$ cat src/rtl/pad_pkg.sv
// shared types, constants and arctangent table for the point azimuth block
`default_nettype none

package pad_pkg;

   // default coordinate width and cordic stage count
   localparam int COORD_BITS_DEF    = 12;
   localparam int CORDIC_STAGES_DEF = 24;

   // fixed-point scaling of the cordic vector and width of the angle accumulator
   localparam int CORDIC_SCALE = 30;
   localparam int Z_BITS       = 34;

   // center position after reset
   localparam int CENTER_RESET = 300;

   // binary angle landmarks, a full turn is 2^32
   localparam logic [31:0] QUARTER_TURN = 32'h4000_0000;
   localparam logic [31:0] HALF_TURN    = 32'h8000_0000;

   // arc-second conversion constants
   localparam int unsigned ARCSEC_PER_TURN = 1296000;
   localparam int unsigned SEC_PER_DEG     = 3600;
   localparam int unsigned SEC_PER_MIN     = 60;

   // floor reciprocals for constant division, estimate is low by at most one
   localparam int DEG_RECIP_SHIFT = 32;
   localparam longint unsigned DEG_RECIP = 64'd4294967296 / 64'd3600;
   localparam int MIN_RECIP_SHIFT = 18;
   localparam int unsigned MIN_RECIP = (1 << 18) / 60;

   // configuration register indexes
   typedef enum logic [0:0] {
      CSR_CENTER_X = 1'b0,
      CSR_CENTER_Y = 1'b1
   } csr_index_type;

   // per-point side information that travels with the cordic vector
   typedef struct packed {
      logic       at_center;
      logic       axis;
      logic [1:0] quarter;
      logic       neg_x;
      logic       neg_y;
   } side_type;

   // round(atan(2^-i) * 2^32 / (2*pi))
   localparam logic [31:0] ATAN_TAB [32] = '{
      32'h20000000, 32'h12E4051E, 32'h09FB385B, 32'h051111D4,
      32'h028B0D43, 32'h0145D7E1, 32'h00A2F61E, 32'h00517C55,
      32'h0028BE53, 32'h00145F2F, 32'h000A2F98, 32'h000517CC,
      32'h00028BE6, 32'h000145F3, 32'h0000A2FA, 32'h0000517D,
      32'h000028BE, 32'h0000145F, 32'h00000A30, 32'h00000518,
      32'h0000028C, 32'h00000146, 32'h000000A3, 32'h00000051,
      32'h00000029, 32'h00000014, 32'h0000000A, 32'h00000005,
      32'h00000003, 32'h00000001, 32'h00000001, 32'h00000000
   };

endpackage

`default_nettype wire

$ cat src/rtl/pad_prep.sv
// input stage: offset from center, magnitudes and quadrant classification
`default_nettype none

module pad_prep #(
   parameter int COORD_BITS = pad_pkg::COORD_BITS_DEF
) (
   input  wire logic                  clock,
   input  wire logic                  reset,
   input  wire logic                  up_valid,
   output logic                       up_ready,
   input  wire logic [COORD_BITS-1:0] point_x,
   input  wire logic [COORD_BITS-1:0] point_y,
   input  wire logic [COORD_BITS-1:0] center_x,
   input  wire logic [COORD_BITS-1:0] center_y,
   output logic                       dn_valid,
   input  wire logic                  dn_ready,
   output logic [COORD_BITS-1:0]      dn_ax,
   output logic [COORD_BITS-1:0]      dn_ay,
   output pad_pkg::side_type          dn_side
);

   logic signed [COORD_BITS:0] dx;
   logic signed [COORD_BITS:0] dy;
   logic [COORD_BITS:0]        dx_abs;
   logic [COORD_BITS:0]        dy_abs;
   logic                       valid_ff;
   logic [COORD_BITS-1:0]      ax_ff;
   logic [COORD_BITS-1:0]      ay_ff;
   pad_pkg::side_type          side_ff;
   pad_pkg::side_type          side_in;

   // offset right and offset up (screen y grows downward)
   always_comb begin
      dx     = $signed({1'b0, point_x}) - $signed({1'b0, center_x});
      dy     = $signed({1'b0, center_y}) - $signed({1'b0, point_y});
      dx_abs = dx[COORD_BITS] ? (~dx + 1'b1) : dx;
      dy_abs = dy[COORD_BITS] ? (~dy + 1'b1) : dy;
   end

   // classify center, axis and quadrant
   always_comb begin
      side_in.at_center = (dx == '0) && (dy == '0);
      side_in.axis      = (dx == '0) || (dy == '0);
      side_in.neg_x     = dx[COORD_BITS];
      side_in.neg_y     = dy[COORD_BITS];
      if (dy == '0) begin
         side_in.quarter = dx[COORD_BITS] ? 2'd2 : 2'd0;
      end else begin
         side_in.quarter = dy[COORD_BITS] ? 2'd3 : 2'd1;
      end
   end

   assign up_ready = !valid_ff || dn_ready;

   // stage valid
   always_ff @(posedge clock) begin
      if (reset) begin
         valid_ff <= 1'b0;
      end else if (up_ready) begin
         valid_ff <= up_valid;
      end
   end

   // stage payload
   always_ff @(posedge clock) begin
      if (up_ready) begin
         ax_ff   <= dx_abs[COORD_BITS-1:0];
         ay_ff   <= dy_abs[COORD_BITS-1:0];
         side_ff <= side_in;
      end
   end

   assign dn_valid = valid_ff;
   assign dn_ax    = ax_ff;
   assign dn_ay    = ay_ff;
   assign dn_side  = side_ff;

endmodule

`default_nettype wire

$ cat config.mk
export PLATFORM = sky130hd
export DESIGN_NAME = pad_prep
export DESIGN_NICKNAME = d
export VERILOG_FILES = /design/src/rtl/pad_pkg.sv /design/src/rtl/pad_prep.sv
export SDC_FILE = /design/constraint.sdc
export NUM_CORES = 1
export LEC_CHECK = 0
export ABC_AREA = 1
export BUFFER_PORTS_ARGS = -buffer_cell sky130_fd_sc_hd__clkbuf_2
export CORE_ASPECT_RATIO = 0.5
export CORE_MARGIN = 3
export CORE_UTILIZATION = 48
export CTS_CLUSTER_DIAMETER = 60
export CTS_CLUSTER_SIZE = 30
export DETAILED_ROUTE_END_ITERATION = 8
export PLACE_DENSITY = 0.7
export SLEW_MARGIN = 20
export SYNTH_ARGS = -nofsm -noshare
export SYNTH_HDL_FRONTEND = slang
export SYNTH_SLANG_ARGS = --single-unit
export TNS_END_PERCENT = 20
$ cat constraint.sdc
create_clock -name clock -period 2.28 [get_ports clock]
set_input_delay 0.114 -clock clock [delete_from_list [all_inputs] [get_ports clock]]
set_output_delay 0.114 -clock clock [all_outputs]
set_load 0.02 [all_outputs]
==> run_results.csv <==
group,metric,value,unit
yosys,yosys.area_share.simple,36.54,%
clock_network,clock_path_buffers,2,
detailed_routing,drt-initial-drc-count,159,
yosys,ys_seq_area_share,29.92,%
yosys,syn_area,0.003078,mm²
worst_setup_path,cp_slowest_cell,"fa_1",
yosys,synth_mux_area_share,0,%
grt,antenna_found_initial,0,
clock_network,path_clk_slew,0.05,ns
yosys,avgSynthCellArea,7.011,µm²
timing,hold_violations,0,
power,leakage,2.142,nW
yosys,synthAdderAreaFrac,11.87,%
yosys,synth-seq-cells,31,
cells_and_area,layout-drive-gt1-share,24.62,%
clock_network,cts_tree,"built",
yosys,synth_edf_count,30,
power,p_sw,884.6,µW
timing,max_freq,0.5227,GHz
placed_design,gp_congestion,0.8798,
worst_setup_path,end_kind,"flip-flop",
timing,finalSetupViolCount,0,
cells_and_area,fin_nets,609,
timing,drv_slew,0,
detailed_routing,drt_pass1_iterations,4,
floorplan,core-area,0.005824,mm²
worst_setup_path,critPathMaxFanout,3,
worst_setup_path,required,2.31,ns
clock_network,clk_latency,0.27,ns
yosys,ys_types,31,
worst_setup_path,cp_cell_sequence,"clkbuf_2 -> inv_1 -> ha_1 -> fa_1 -> inv_1 -> nand2_1 -> a21oi_1 -> nand3_1 -> nor2_1 -> nand3_1 -> nor2_2 -> nand2_1 -> nand2_1 -> nand2_1 -> nand2_1 -> inv_1",
detailed_routing,wl_per_cell,10.53,µm
cells_and_area,diodes,0,
worst_setup_path,worst-path-buf-inv,4,
grt,grt_pass1_wl,11280,µm
yosys,synth_nets,519,
yosys,ys.flop_type,"edfxtp_1",
yosys,synth-xor-area-share,5.650,%
run,cap_violations,0,
grt,gr-total-overflow,0,
placed_design,placed_area,0.003583,mm²
detailed_routing,vias,2843,
worst_setup_path,crit_top_cell,"nand2_1",
grt,grt_usage,17.92,%
yosys,yosysMostFrequentCell,"nand2_1",
yosys,ys_async_sr_fraction,0,%
power,seqPwrFrac,34.2,%
yosys,synth_top_cell_area_share,29.27,%
floorplan,rows,19,
grt,grt_max_degree,26,
min_path,hp-class,"in -> reg",
placed_design,dp_cells,605,
clock_network,cts_sinks,31,
timing,rsz0062_at_grt,"no",
yosys,synth_top_family_by_area,"simple AND/OR/NAND/NOR gates",
clock_network,root_buffer,"clkbuf_16",
worst_setup_path,critPathArrivalTime,1.94,ns
power,max-vdd-ir-drop,0.0002776,V
timing,fin_skew,0.004180,ns
floorplan,die_h,62.63,µm
floorplan,initial_core_util,52.85,%
timing,worst_pin_slew,0.3662,ns
detailed_routing,viasPerCell,4.645,
floorplan,die-area,0.007468,mm²
placed_design,dpl.hpwl,5434,µm
placed_design,port_buffers,83,
yosys,synth_common_cells,"nand2_1, inv_1, edfxtp_1, nand3_1, nor2_1",
worst_setup_path,path_class,"in -> reg",
power,p_sw_share,36.49,%
floorplan,io_pins,84,
clock_network,cts_max_level,2,
worst_setup_path,critical_path.top_delay_family,"simple AND/OR/NAND/NOR gates",
clock_network,ctsResizeCount,0,
timing,hold_slack,0.06203,ns
run_status,status,"finished clean",
worst_setup_path,cpPeakStageDelay,0.38,ns
detailed_routing,wl,6444,µm
detailed_routing,drc_errors,0,
timing,period_share,83.91,%
yosys,syn_inst,439,
detailed_routing,ant_nets,0,
yosys,synth_area_leaders,"edfxtp_1, nand2_1, ha_1",
timing,tns,0,ns
power,p_per_area,651.2,mW/mm²
cells_and_area,finalNonFillerCells,612,
cells_and_area,design_area,0.003722,mm²
cells_and_area,area_growth,20.93,%
yosys,yosysWarnings,0,
yosys,synth_top_area_cell,"edfxtp_1",
clock_network,postCtsSetupBuffers,0,
clock_network,hold_buffers,1,
power,p_clk_share,24.2,%
timing,fin_crit,1.913,ns
timing,slew_headroom,75.53,%
grt,grt_pass1_vias,2711,
clock_network,numCtsBuffers,5,
worst_setup_path,startpoint_type,"primary input",
yosys,synth_compound_area_share,3.740,%
power,finalPower,2.424,mW
floorplan,fp.dieW,119.2,µm
power,p_int,1.539,mW
power,p_comb_share,41.6,%
==> worst paths after layout <==
check	startpoint	to	slack, ns	depth (start not counted)
setup / recovery	point_x[0]	dn_ax[11]	0.37	16
hold / removal	up_valid	dn_valid	0.06	3
setup reg to reg	dn_valid	dn_ax[5]	0.98	2
hold reg to reg	dn_valid	dn_ax[9]	0.79	1
==> stage by stage <==
step                      utilization (%)  setup WS [ns]
after detailed placement            61.53        0.09893
after floorplan                         -         0.3267
after CTS                           63.91         0.3714
after global placement              61.53         0.1340
final                               63.91         0.3668
after global routing                63.91         0.1391
==> cell families (layout without fill, tap and decap cells) <==
| family | count (synthesis) | count (layout) |
|---|---|---|
| compound gates | 21 | 21 |
| xor+xnor | 19 | 19 |
| fa+ha+maj | 28 | 28 |
| buf+inv | 94 | 183 |
| flops | 31 | 31 |
| simple gates | 246 | 246 |
==> worst reg2reg max path: stages (launching register included) <==
cell and delay (ns):
dfxtp_1 0.30, nand2_1 0.29, buf_4 0.38
==> placed cells by master, fill, tap and decap left out <==
cell and instances:
xor2_1 11, nand4_1 7, o21bai_1 1, xor2_2 1
ha_1 26, nor2_2 6, clkbuf_1 1, nor2_4 2
nor3_1 3, nand4_2 1, nand3_2 1, nand3_1 30
inv_1 85, buf_4 2, dfxtp_1 1, inv_2 4
o21ai_1 2, fa_1 2, clkbuf_2 83, nand2_1 135
nand2_2 20, nand2_4 1, and2_1 1, edfxtp_1 30
clkbuf_16 5, xnor2_1 7, inv_6 1, nor2_1 29
a21oi_2 2, nand3b_1 10, a21oi_1 14, o21ai_0 2
dlygate4sd3_1 1, clkinv_2 1
==> flip-flops by register name, indices dropped and copies added, names as in the netlist <==
| signal | cells |
|---|---|
| dn_ax | 12 |
| dn_valid | 1 |
| dn_ay | 12 |
| dn_side | 6 |
==> layout make-up <==
cell class	count	area (µm²)
timing repair buffer	86	440.4
multi-input combinational	314	1779
fill	556	2102
inverter	91	347.8
tap	84	105.1
sequential	31	920.9
clock buffer	6	128.9
==> power by group through the flow <==
stage               Sequential, mW  Clock [mW]  Combinational, mW
finish                       0.829       0.586               1.01
global route                 0.846       0.626               1.13
CTS                          0.831       0.598               1.02
detailed placement           0.841           0               1.01
global placement             0.838           0              0.998
floorplan                     1.01           0              0.565
==> per-layer routing <==
metal  wire length, µm  global-route usage [%]
met1              2987                   21.61
met2              3132                   32.68
met3               239                   2.532
met4                83                   6.349
met5                 0                       0
Note: power is estimated with default switching activity, not from simulation.
