===== src/rtl/pad_pkg.sv =====
// shared types, constants and arctangent table for the point azimuth block
`default_nettype none

package pad_pkg;

   // default coordinate width and cordic stage count
   localparam int COORD_BITS_DEF    = 12;
   localparam int CORDIC_STAGES_DEF = 24;

   // fixed-point scaling of the cordic vector and width of the angle accumulator
   localparam int CORDIC_SCALE = 30;
   localparam int Z_BITS       = 34;

   // center position after reset
   localparam int CENTER_RESET = 300;

   // binary angle landmarks, a full turn is 2^32
   localparam logic [31:0] QUARTER_TURN = 32'h4000_0000;
   localparam logic [31:0] HALF_TURN    = 32'h8000_0000;

   // arc-second conversion constants
   localparam int unsigned ARCSEC_PER_TURN = 1296000;
   localparam int unsigned SEC_PER_DEG     = 3600;
   localparam int unsigned SEC_PER_MIN     = 60;

   // floor reciprocals for constant division, estimate is low by at most one
   localparam int DEG_RECIP_SHIFT = 32;
   localparam longint unsigned DEG_RECIP = 64'd4294967296 / 64'd3600;
   localparam int MIN_RECIP_SHIFT = 18;
   localparam int unsigned MIN_RECIP = (1 << 18) / 60;

   // configuration register indexes
   typedef enum logic [0:0] {
      CSR_CENTER_X = 1'b0,
      CSR_CENTER_Y = 1'b1
   } csr_index_type;

   // per-point side information that travels with the cordic vector
   typedef struct packed {
      logic       at_center;
      logic       axis;
      logic [1:0] quarter;
      logic       neg_x;
      logic       neg_y;
   } side_type;

   // round(atan(2^-i) * 2^32 / (2*pi))
   localparam logic [31:0] ATAN_TAB [32] = '{
      32'h20000000, 32'h12E4051E, 32'h09FB385B, 32'h051111D4,
      32'h028B0D43, 32'h0145D7E1, 32'h00A2F61E, 32'h00517C55,
      32'h0028BE53, 32'h00145F2F, 32'h000A2F98, 32'h000517CC,
      32'h00028BE6, 32'h000145F3, 32'h0000A2FA, 32'h0000517D,
      32'h000028BE, 32'h0000145F, 32'h00000A30, 32'h00000518,
      32'h0000028C, 32'h00000146, 32'h000000A3, 32'h00000051,
      32'h00000029, 32'h00000014, 32'h0000000A, 32'h00000005,
      32'h00000003, 32'h00000001, 32'h00000001, 32'h00000000
   };

endpackage

`default_nettype wire


===== src/rtl/pad_dms.sv =====
// quadrant fold, arc-second scaling and degree/minute/second split
`default_nettype none

module pad_dms (
   input  wire logic                         clock,
   input  wire logic                         reset,
   input  wire logic                         up_valid,
   output logic                              up_ready,
   input  wire logic signed [pad_pkg::Z_BITS-1:0] up_z,
   input  wire pad_pkg::side_type            up_side,
   output logic                              dn_valid,
   input  wire logic                         dn_ready,
   output logic [8:0]                        dn_degrees,
   output logic [5:0]                        dn_minutes,
   output logic [5:0]                        dn_seconds,
   output logic                              dn_at_center
);

   localparam int S = 8;

   logic [S-1:0] v_ff;
   logic [S-1:0] v_src;
   logic         rdy [S+1];
   logic         f_ff [S];

   logic [30:0]  a_clamp;
   logic [31:0]  ang_in;
   logic [31:0]  ang_ff;
   logic [52:0]  sec_prod;
   logic [20:0]  sec1_ff;
   logic [41:0]  deg_prod;
   logic [20:0]  sec2_ff;
   logic [8:0]   deg2_ff;
   logic [20:0]  deg_mult;
   logic [20:0]  r3_diff;
   logic [12:0]  r3_ff;
   logic [8:0]   deg3_ff;
   logic [8:0]   deg4_ff;
   logic [11:0]  rem4_ff;
   logic [24:0]  min_prod;
   logic [11:0]  rem5_ff;
   logic [5:0]   min5_ff;
   logic [8:0]   deg5_ff;
   logic [11:0]  min_mult;
   logic [11:0]  r6_diff;
   logic [6:0]   r6_ff;
   logic [5:0]   min6_ff;
   logic [8:0]   deg6_ff;
   logic [8:0]   deg7_ff;
   logic [5:0]   min7_ff;
   logic [5:0]   sec7_ff;

   // handshake chain through the stages
   assign rdy[S]   = dn_ready;
   assign up_ready = rdy[0];
   assign v_src    = {v_ff[S-2:0], up_valid};

   for (genvar k = 0; k < S; k++) begin : g_rdy
      assign rdy[k] = !v_ff[k] || rdy[k+1];
   end

   always_ff @(posedge clock) begin
      if (reset) begin
         v_ff <= '0;
      end else begin
         for (int k = 0; k < S; k++) begin
            if (rdy[k]) begin
               v_ff[k] <= v_src[k];
            end
         end
      end
   end

   // center flag travels with the beat
   always_ff @(posedge clock) begin
      if (rdy[0]) begin
         f_ff[0] <= up_side.at_center;
      end
      for (int k = 1; k < S; k++) begin
         if (rdy[k]) begin
            f_ff[k] <= f_ff[k-1];
         end
      end
   end

   // clamp the first-quadrant angle and fold it into the full turn
   always_comb begin
      if (up_z < 0) begin
         a_clamp = '0;
      end else if (up_z > $signed({2'b00, pad_pkg::QUARTER_TURN})) begin
         a_clamp = pad_pkg::QUARTER_TURN[30:0];
      end else begin
         a_clamp = up_z[30:0];
      end
      if (up_side.at_center) begin
         ang_in = '0;
      end else if (up_side.axis) begin
         ang_in = {up_side.quarter, 30'd0};
      end else if (!up_side.neg_x && !up_side.neg_y) begin
         ang_in = {1'b0, a_clamp};
      end else if (up_side.neg_x && !up_side.neg_y) begin
         ang_in = pad_pkg::HALF_TURN - {1'b0, a_clamp};
      end else if (up_side.neg_x && up_side.neg_y) begin
         ang_in = pad_pkg::HALF_TURN + {1'b0, a_clamp};
      end else begin
         ang_in = 32'd0 - {1'b0, a_clamp};
      end
   end

   always_ff @(posedge clock) begin
      if (rdy[0]) begin
         ang_ff <= ang_in;
      end
   end

   // arc-seconds = floor(angle * 1296000 / 2^32)
   assign sec_prod = {21'd0, ang_ff} * 53'(pad_pkg::ARCSEC_PER_TURN);

   always_ff @(posedge clock) begin
      if (rdy[1]) begin
         sec1_ff <= sec_prod[52:32];
      end
   end

   // degree estimate by reciprocal, low by at most one
   assign deg_prod = {21'd0, sec1_ff} * 42'(pad_pkg::DEG_RECIP);

   always_ff @(posedge clock) begin
      if (rdy[2]) begin
         sec2_ff <= sec1_ff;
         deg2_ff <= deg_prod[pad_pkg::DEG_RECIP_SHIFT+8:pad_pkg::DEG_RECIP_SHIFT];
      end
   end

   // remainder after the degree estimate, below two degrees
   assign deg_mult = 21'(deg2_ff) * 21'(pad_pkg::SEC_PER_DEG);
   assign r3_diff  = sec2_ff - deg_mult;

   always_ff @(posedge clock) begin
      if (rdy[3]) begin
         r3_ff   <= r3_diff[12:0];
         deg3_ff <= deg2_ff;
      end
   end

   // degree correction
   always_ff @(posedge clock) begin
      if (rdy[4]) begin
         if (r3_ff >= 13'(pad_pkg::SEC_PER_DEG)) begin
            deg4_ff <= deg3_ff + 9'd1;
            rem4_ff <= 12'(r3_ff - 13'(pad_pkg::SEC_PER_DEG));
         end else begin
            deg4_ff <= deg3_ff;
            rem4_ff <= r3_ff[11:0];
         end
      end
   end

   // minute estimate by reciprocal
   assign min_prod = {13'd0, rem4_ff} * 25'(pad_pkg::MIN_RECIP);

   always_ff @(posedge clock) begin
      if (rdy[5]) begin
         rem5_ff <= rem4_ff;
         min5_ff <= min_prod[pad_pkg::MIN_RECIP_SHIFT+5:pad_pkg::MIN_RECIP_SHIFT];
         deg5_ff <= deg4_ff;
      end
   end

   // remainder after the minute estimate, below two minutes
   assign min_mult = 12'(min5_ff) * 12'(pad_pkg::SEC_PER_MIN);
   assign r6_diff  = rem5_ff - min_mult;

   always_ff @(posedge clock) begin
      if (rdy[6]) begin
         r6_ff   <= r6_diff[6:0];
         min6_ff <= min5_ff;
         deg6_ff <= deg5_ff;
      end
   end

   // minute correction into the output register
   always_ff @(posedge clock) begin
      if (rdy[7]) begin
         deg7_ff <= deg6_ff;
         if (r6_ff >= 7'(pad_pkg::SEC_PER_MIN)) begin
            min7_ff <= min6_ff + 6'd1;
            sec7_ff <= 6'(r6_ff - 7'(pad_pkg::SEC_PER_MIN));
         end else begin
            min7_ff <= min6_ff;
            sec7_ff <= r6_ff[5:0];
         end
      end
   end

   assign dn_valid     = v_ff[S-1];
   assign dn_degrees   = deg7_ff;
   assign dn_minutes   = min7_ff;
   assign dn_seconds   = sec7_ff;
   assign dn_at_center = f_ff[S-1];

   // results stay in range
   a_range : assert property (@(posedge clock) disable iff (reset)
      v_ff[S-1] |-> (deg7_ff < 9'd360) && (min7_ff < 6'd60) && (sec7_ff < 6'd60))
      else $error("dms output out of range");

   // remainder estimates never miss by more than one unit
   a_rem : assert property (@(posedge clock) disable iff (reset)
      (v_ff[4] |-> rem4_ff < 12'(pad_pkg::SEC_PER_DEG)) and
      (v_ff[6] |-> r6_ff < 7'(2 * pad_pkg::SEC_PER_MIN)))
      else $error("reciprocal estimate off by more than one");

   // center point always reads as zero angle
   a_center : assert property (@(posedge clock) disable iff (reset)
      (v_ff[S-1] && f_ff[S-1]) |-> (deg7_ff == '0) && (min7_ff == '0) && (sec7_ff == '0))
      else $error("center point gives a nonzero angle");

endmodule

`default_nettype wire


===== config.mk =====
export PLATFORM = sky130hd
export DESIGN_NAME = pad_dms
export DESIGN_NICKNAME = d
export VERILOG_FILES = /design/src/rtl/pad_pkg.sv /design/src/rtl/pad_dms.sv
export SDC_FILE = /design/constraint.sdc
export NUM_CORES = 1
export LEC_CHECK = 0
export BUFFER_PORTS_ARGS = -buffer_cell sky130_fd_sc_hd__buf_2
export CAP_MARGIN = 10
export CORE_ASPECT_RATIO = 0.75
export CORE_UTILIZATION = 60
export DETAILED_ROUTE_END_ITERATION = 10
export GPL_TIMING_DRIVEN = 0
export PLACE_DENSITY = 0.85
export SKIP_LAST_GASP = 1
export SLEW_MARGIN = 20
export SYNTH_ARGS = -nofsm -noshare
export SYNTH_HDL_FRONTEND = slang
export SYNTH_SLANG_ARGS = --single-unit

===== constraint.sdc =====
create_clock -name clock -period 6.84 [get_ports clock]
set_clock_uncertainty 0.1 [all_clocks]
set_input_delay 0.684 -clock clock [delete_from_list [all_inputs] [get_ports clock]]
set_output_delay 0.684 -clock clock [all_outputs]
set_load 0.02 [all_outputs]

==> results by stage <==
Power and ir drop:
- The cell-internal power is 5.362 mW.
- The clock network fraction of total power is 0.106.
- The worst vdd rail ir drop is approximately 430 uV.
- The static leakage is 13.79 nW.
- Of the total power, registers draw 0.219.
- The net switching component of the power is 4.553 mW.
- The share of total power dissipated in combinational logic is 0.674.
- Dividing total power by cell area gives a power density of 389.2 nW/um^2.
- The net switching fraction of the power is 0.4592.

Clock network:
- The number of sinks driven by the clock tree is 199.
- The clock-pin transition on the worst setup and hold timing paths is approximately 0.080 ns.
- The count of hold-fix buffers inserted at cts is 0.
- The clock tree buffer depth is 2.
- Counting the buffers created by CTS gives 17.
- The buffer cell driving the clock tree root is sky130_fd_sc_hd__clkbuf_16.
- The clock reaches the later pin of the worst-skew pair after around 0.47 ns.
- The total number of H-tree levels is 4.
- TritonCTS built the clock tree.

Die:
- The die area is around 40000 um^2.
- The I/O pin count is 68.
- The row count is 62.
- The die outline height is 173.6 um.
- The total area inside the core boundary comes to roughly 38000 um^2.
- The initial core utilization is 0.6121.
- In this run the horizontal extent of the chip is around 230 um.

Finish:
- The fraction of final layout cells with drive strength greater than 1 is 0.06948.
- For this run, the post-layout net count is a little over 3000.
- Measured on the finished design, the core utilization comes to 0.6620.
- The synthesis-to-layout area growth is 8.155%.
- The final instance area is 25470 um^2.
- The count of inserted antenna diode cells is 0.

Placement:
- The wire-length estimate of the detail-placed layout is a little under 40 mm.
- The instance area after placement is 24530 um^2.
- The number of buffers inserted by port buffering is 66.
- The final weighted congestion of routability-driven global placement is 0.9492.

Yosys:
- The dominant synthesized flop cell is sky130_fd_sc_hd__edfxtp_1.
- The number of nets in the synthesized netlist is just under 3000.
- In this run, distinct cell masters in the synthesized netlist total 63.
- In this run the mean area of a mapped cell was 11.21 um^2.
- Summing every instance area after synthesis gives 23550 um^2.
- In this run, synthesis inferred 191 flip-flops with an integrated enable.
- The yosys synthesis warning count is 0.
- The sequential share of the synthesized area is 0.2503.
- Counting flops with an async set or reset pin after synthesis yields a share of 0.
- The number of storage elements in the synthesis netlist is between 150 and 200.
- The synthesized instance count is 2100.

Worst setup path:
- By instance count, the cell type seen most on the critical path is sky130_fd_sc_hd__fa_1.
- The register-to-register path setup slack is 0.11 ns.
- The worst setup path is launched from a register.
- On the critical path, the stage with the largest delay is an instance of sky130_fd_sc_hd__fa_1.
- The critical path goes through buf_12 -> fa_1 -> ha_1 -> fa_1 -> fa_1 -> fa_1 -> inv_1 -> fa_1 -> inv_1 -> ha_1 -> a21oi_1 -> o211ai_1 -> a211oi_1 -> o31ai_2 -> a32o_1 -> o21ai_0 -> a21boi_1 -> or4_1 -> o311ai_0.
- On the worst path, the slowest cell contributes a delay of 0.56 ns.
- The critical path in this run is classified as register to register.
- STA classifies the critical path endpoint as a register.
- In this run the worst path has a maximum fanout of 4.
- Data arrives at the worst endpoint at just under 7 ns.
- The required time at the worst-slack endpoint is 7.00 ns.

Routing:
- Dividing the detail-routed wire length by the instance count gives 18.72 um.
- The DRC violation count after routing is 0.
- The detailed-router iteration count before antenna repair is 6.
- After detailed routing, the number of vias per cell comes to 5.758.
- The final layout contains routed wiring with a total length of approximately 50 mm.
- For this block, the initial DRC count from the detailed router was 1090.
- The count of nets left with antenna violations after detail routing is 0.
- The detailed router placed 15790 vias in this run.

Global route:
- The overflow left after global routing is 0.
- Entering global routing, the biggest net connects 36 pins.
- The total routing usage reported by global routing is 0.2546.
- The initial antenna violation count is 0.
- The first global-routing pass estimated 80.27 mm of wire.
- The via count of the first global-routing pass was 16510.

Timing:
- On the final layout, the worst hold slack is roughly 0.32 ns.
- For this run, the top clock speed supported by timing is ~0.15 GHz.
- Setup violations remaining at the end of the flow were counted as 0.
- The aggregate negative setup slack is 0 ns.
- At the pin with the least slew margin, the transition time is 0.9452 ns.
- The clock period minus final worst setup slack is 6.729 ns.
- The relative slew slack is 0.3684.
- The post-route fraction of the period consumed by the critical path is 0.9838.
- The final-report hold violation count is 0.
- The final max-slew violation count is 0.

Run status:
- The run finished with clean final reports.

Run:
- Max-cap violations in this run came to 0.

Worst hold path:
- The path class of the tightest hold or removal check is register to register.
-- worst max-delay path, delay by kind of cell (launching register included) --
family,cells,cell delay (ns)
compound gates,8,1.90
fa+ha+maj,7,3.26
buf+inv,3,0.32
flops,1,0.48
simple gates,1,0.44
-- metal layers --
layer / share of wire / GRT usage
met2: 0.50 / 0.4312
met3: 0.059 / 0.04507
met4: 0.028 / 0.07036
met1: 0.41 / 0.3368
met5: 0 / 0
-- power groups by stage --
stage / clock network (mW) / logic (mW) / registers, mW
3_5_place_dp: 0 / 6.51 / 2.21
6_report: 1.06 / 6.68 / 2.18
4_1_cts: 1.07 / 6.63 / 2.19
3_3_place_gp: 0 / 6.13 / 2.18
2_1_floorplan: 0 / 5.05 / 2.14
5_1_grt: 1.11 / 7.63 / 2.21
-- cells in the final DEF, fill, tap and decap left out, types with 5 or more instances in the layout --
| master | Yosys | routed |
|---|---|---|
| sky130_fd_sc_hd__a41oi_1 | 5 | 5 |
| sky130_fd_sc_hd__nand4_1 | 15 | 15 |
| sky130_fd_sc_hd__o21a_1 | 14 | 14 |
| sky130_fd_sc_hd__o211ai_1 | 8 | 8 |
| sky130_fd_sc_hd__clkbuf_1 | 7 | 7 |
| sky130_fd_sc_hd__a211oi_1 | 7 | 7 |
| sky130_fd_sc_hd__inv_1 | 490 | 490 |
| sky130_fd_sc_hd__xnor2_1 | 71 | 71 |
| sky130_fd_sc_hd__clkbuf_16 | 0 | 17 |
| sky130_fd_sc_hd__clkinv_8 | 0 | 5 |
| sky130_fd_sc_hd__ha_1 | 488 | 488 |
| sky130_fd_sc_hd__o21ai_0 | 30 | 30 |
| sky130_fd_sc_hd__nand3_1 | 27 | 26 |
| sky130_fd_sc_hd__nor3_1 | 27 | 27 |
| sky130_fd_sc_hd__nand2b_1 | 9 | 9 |
| sky130_fd_sc_hd__o21bai_1 | 7 | 7 |
| sky130_fd_sc_hd__buf_4 | 0 | 28 |
| sky130_fd_sc_hd__o31ai_1 | 6 | 5 |
| sky130_fd_sc_hd__a31oi_1 | 13 | 13 |
| sky130_fd_sc_hd__dfxtp_1 | 8 | 8 |
| sky130_fd_sc_hd__a311oi_1 | 5 | 5 |
| sky130_fd_sc_hd__and3_1 | 8 | 8 |
| sky130_fd_sc_hd__xor2_1 | 31 | 31 |
| sky130_fd_sc_hd__fa_1 | 289 | 289 |
| sky130_fd_sc_hd__nor2_1 | 86 | 86 |
| sky130_fd_sc_hd__nand2_1 | 62 | 62 |
| sky130_fd_sc_hd__a21o_1 | 37 | 37 |
| sky130_fd_sc_hd__buf_2 | 2 | 68 |
| sky130_fd_sc_hd__nor2b_1 | 12 | 12 |
| sky130_fd_sc_hd__nor4_1 | 10 | 10 |
| sky130_fd_sc_hd__a21oi_1 | 73 | 73 |
| sky130_fd_sc_hd__or3_1 | 7 | 7 |
| sky130_fd_sc_hd__edfxtp_1 | 191 | 191 |
-- cells in the mapped netlist (all sizes together) (4+ instances only) --
master    n  area [um^2]
o211ai    8        60.06
a311oi    6        58.80
a41oi     5        43.79
clkbuf    7        26.28
xor2     31        271.5
nor4     11        75.07
o31ai     6        45.04
a211oi    7        52.55
nor2b    12        75.07
o21bai    7        52.55
nand3    28        145.1
nand2    62        232.7
or3       7        43.79
nand2b    9        56.30
nand4    15        93.84
or2       4        25.02
a21o     37        277.8
dfxtp     8        160.2
xnor2    71        621.9
inv     490         1839
o21a     14        105.1
a31oi    13        81.33
a21oi    73        365.4
fa      289         5786
o21ai    31        158.9
edfxtp  191         5736
nor2     86        322.8
o22ai     4        25.02
nor3     28        151.4
and3      8        50.05
ha      488         6106
-- area by class of cell --
cell class              instances  area (um^2)
multi-input cells            1401        15790
fillers                      2700        13010
flip-flops and latches        199         5896
inverters                     490         1839
well taps                     512        640.6
repair buffers                 99        631.9
clock buffers                  17        425.4
clock inverters                15        206.4
plain buffers                  10        47.55
-- cell families (layout without fill, tap and decap cells) --
kind of cell / count (synthesis) / after routing / share of synthesized area
fa+ha+maj: 777 / 777 / 0.5049
buf+inv: 500 / 631 / 0.08011
simple gates: 282 / 282 / 0.05828
compound gates: 238 / 238 / 0.06752
flops: 199 / 199 / 0.2503
xor+xnor: 102 / 102 / 0.03793
mux: 2 / 2 / 0.0009031
-- final timing paths --
path | start | end | cells past startpoint
max | ang_ff[11]$_SDFFCE_PP0P_ | sec1_ff[13]$_DFFE_PP_ | 19
min | f_ff[1][2]$_DFFE_PP_ | f_ff[1][3]$_DFFE_PP_ | 0
max reg2reg | ang_ff[11]$_SDFFCE_PP0P_ | sec1_ff[13]$_DFFE_PP_ | 19
min reg2reg | f_ff[1][2]$_DFFE_PP_ | f_ff[1][3]$_DFFE_PP_ | 0
-- registers in the layout, indices dropped and copies added, names as in the netlist --
signal	cells
deg4_ff	9
rem4_ff	12
sec2_ff	13
f_ff	8
r6_ff	7
deg2_ff	9
min6_ff	6
deg5_ff	9
dn_minutes	6
sec1_ff	21
min5_ff	6
r3_ff	13
v_ff	8
dn_degrees	9
deg6_ff	9
rem5_ff	7
ang_ff	32
deg3_ff	9
dn_seconds	6
-- timing repair --
action                     CTS  global route
gates resized for setup      0             3
setup buffers                0            32
setup endpoints to repair    0            11
-- stage by stage --
stage | instances | power (mW) | worst slack [ns]
floorplan | 2100 | 7.191 | 1.002
global placement | 2678 | 8.306 | 0.2628
detailed placement | 2679 | 8.718 | 0.1220
CTS | 2711 | 9.883 | 0.04453
global route | 2743 | 10.95 | -0.1311
finish | 2743 | 9.915 | 0.1109
(Power assumes the default switching activity.)
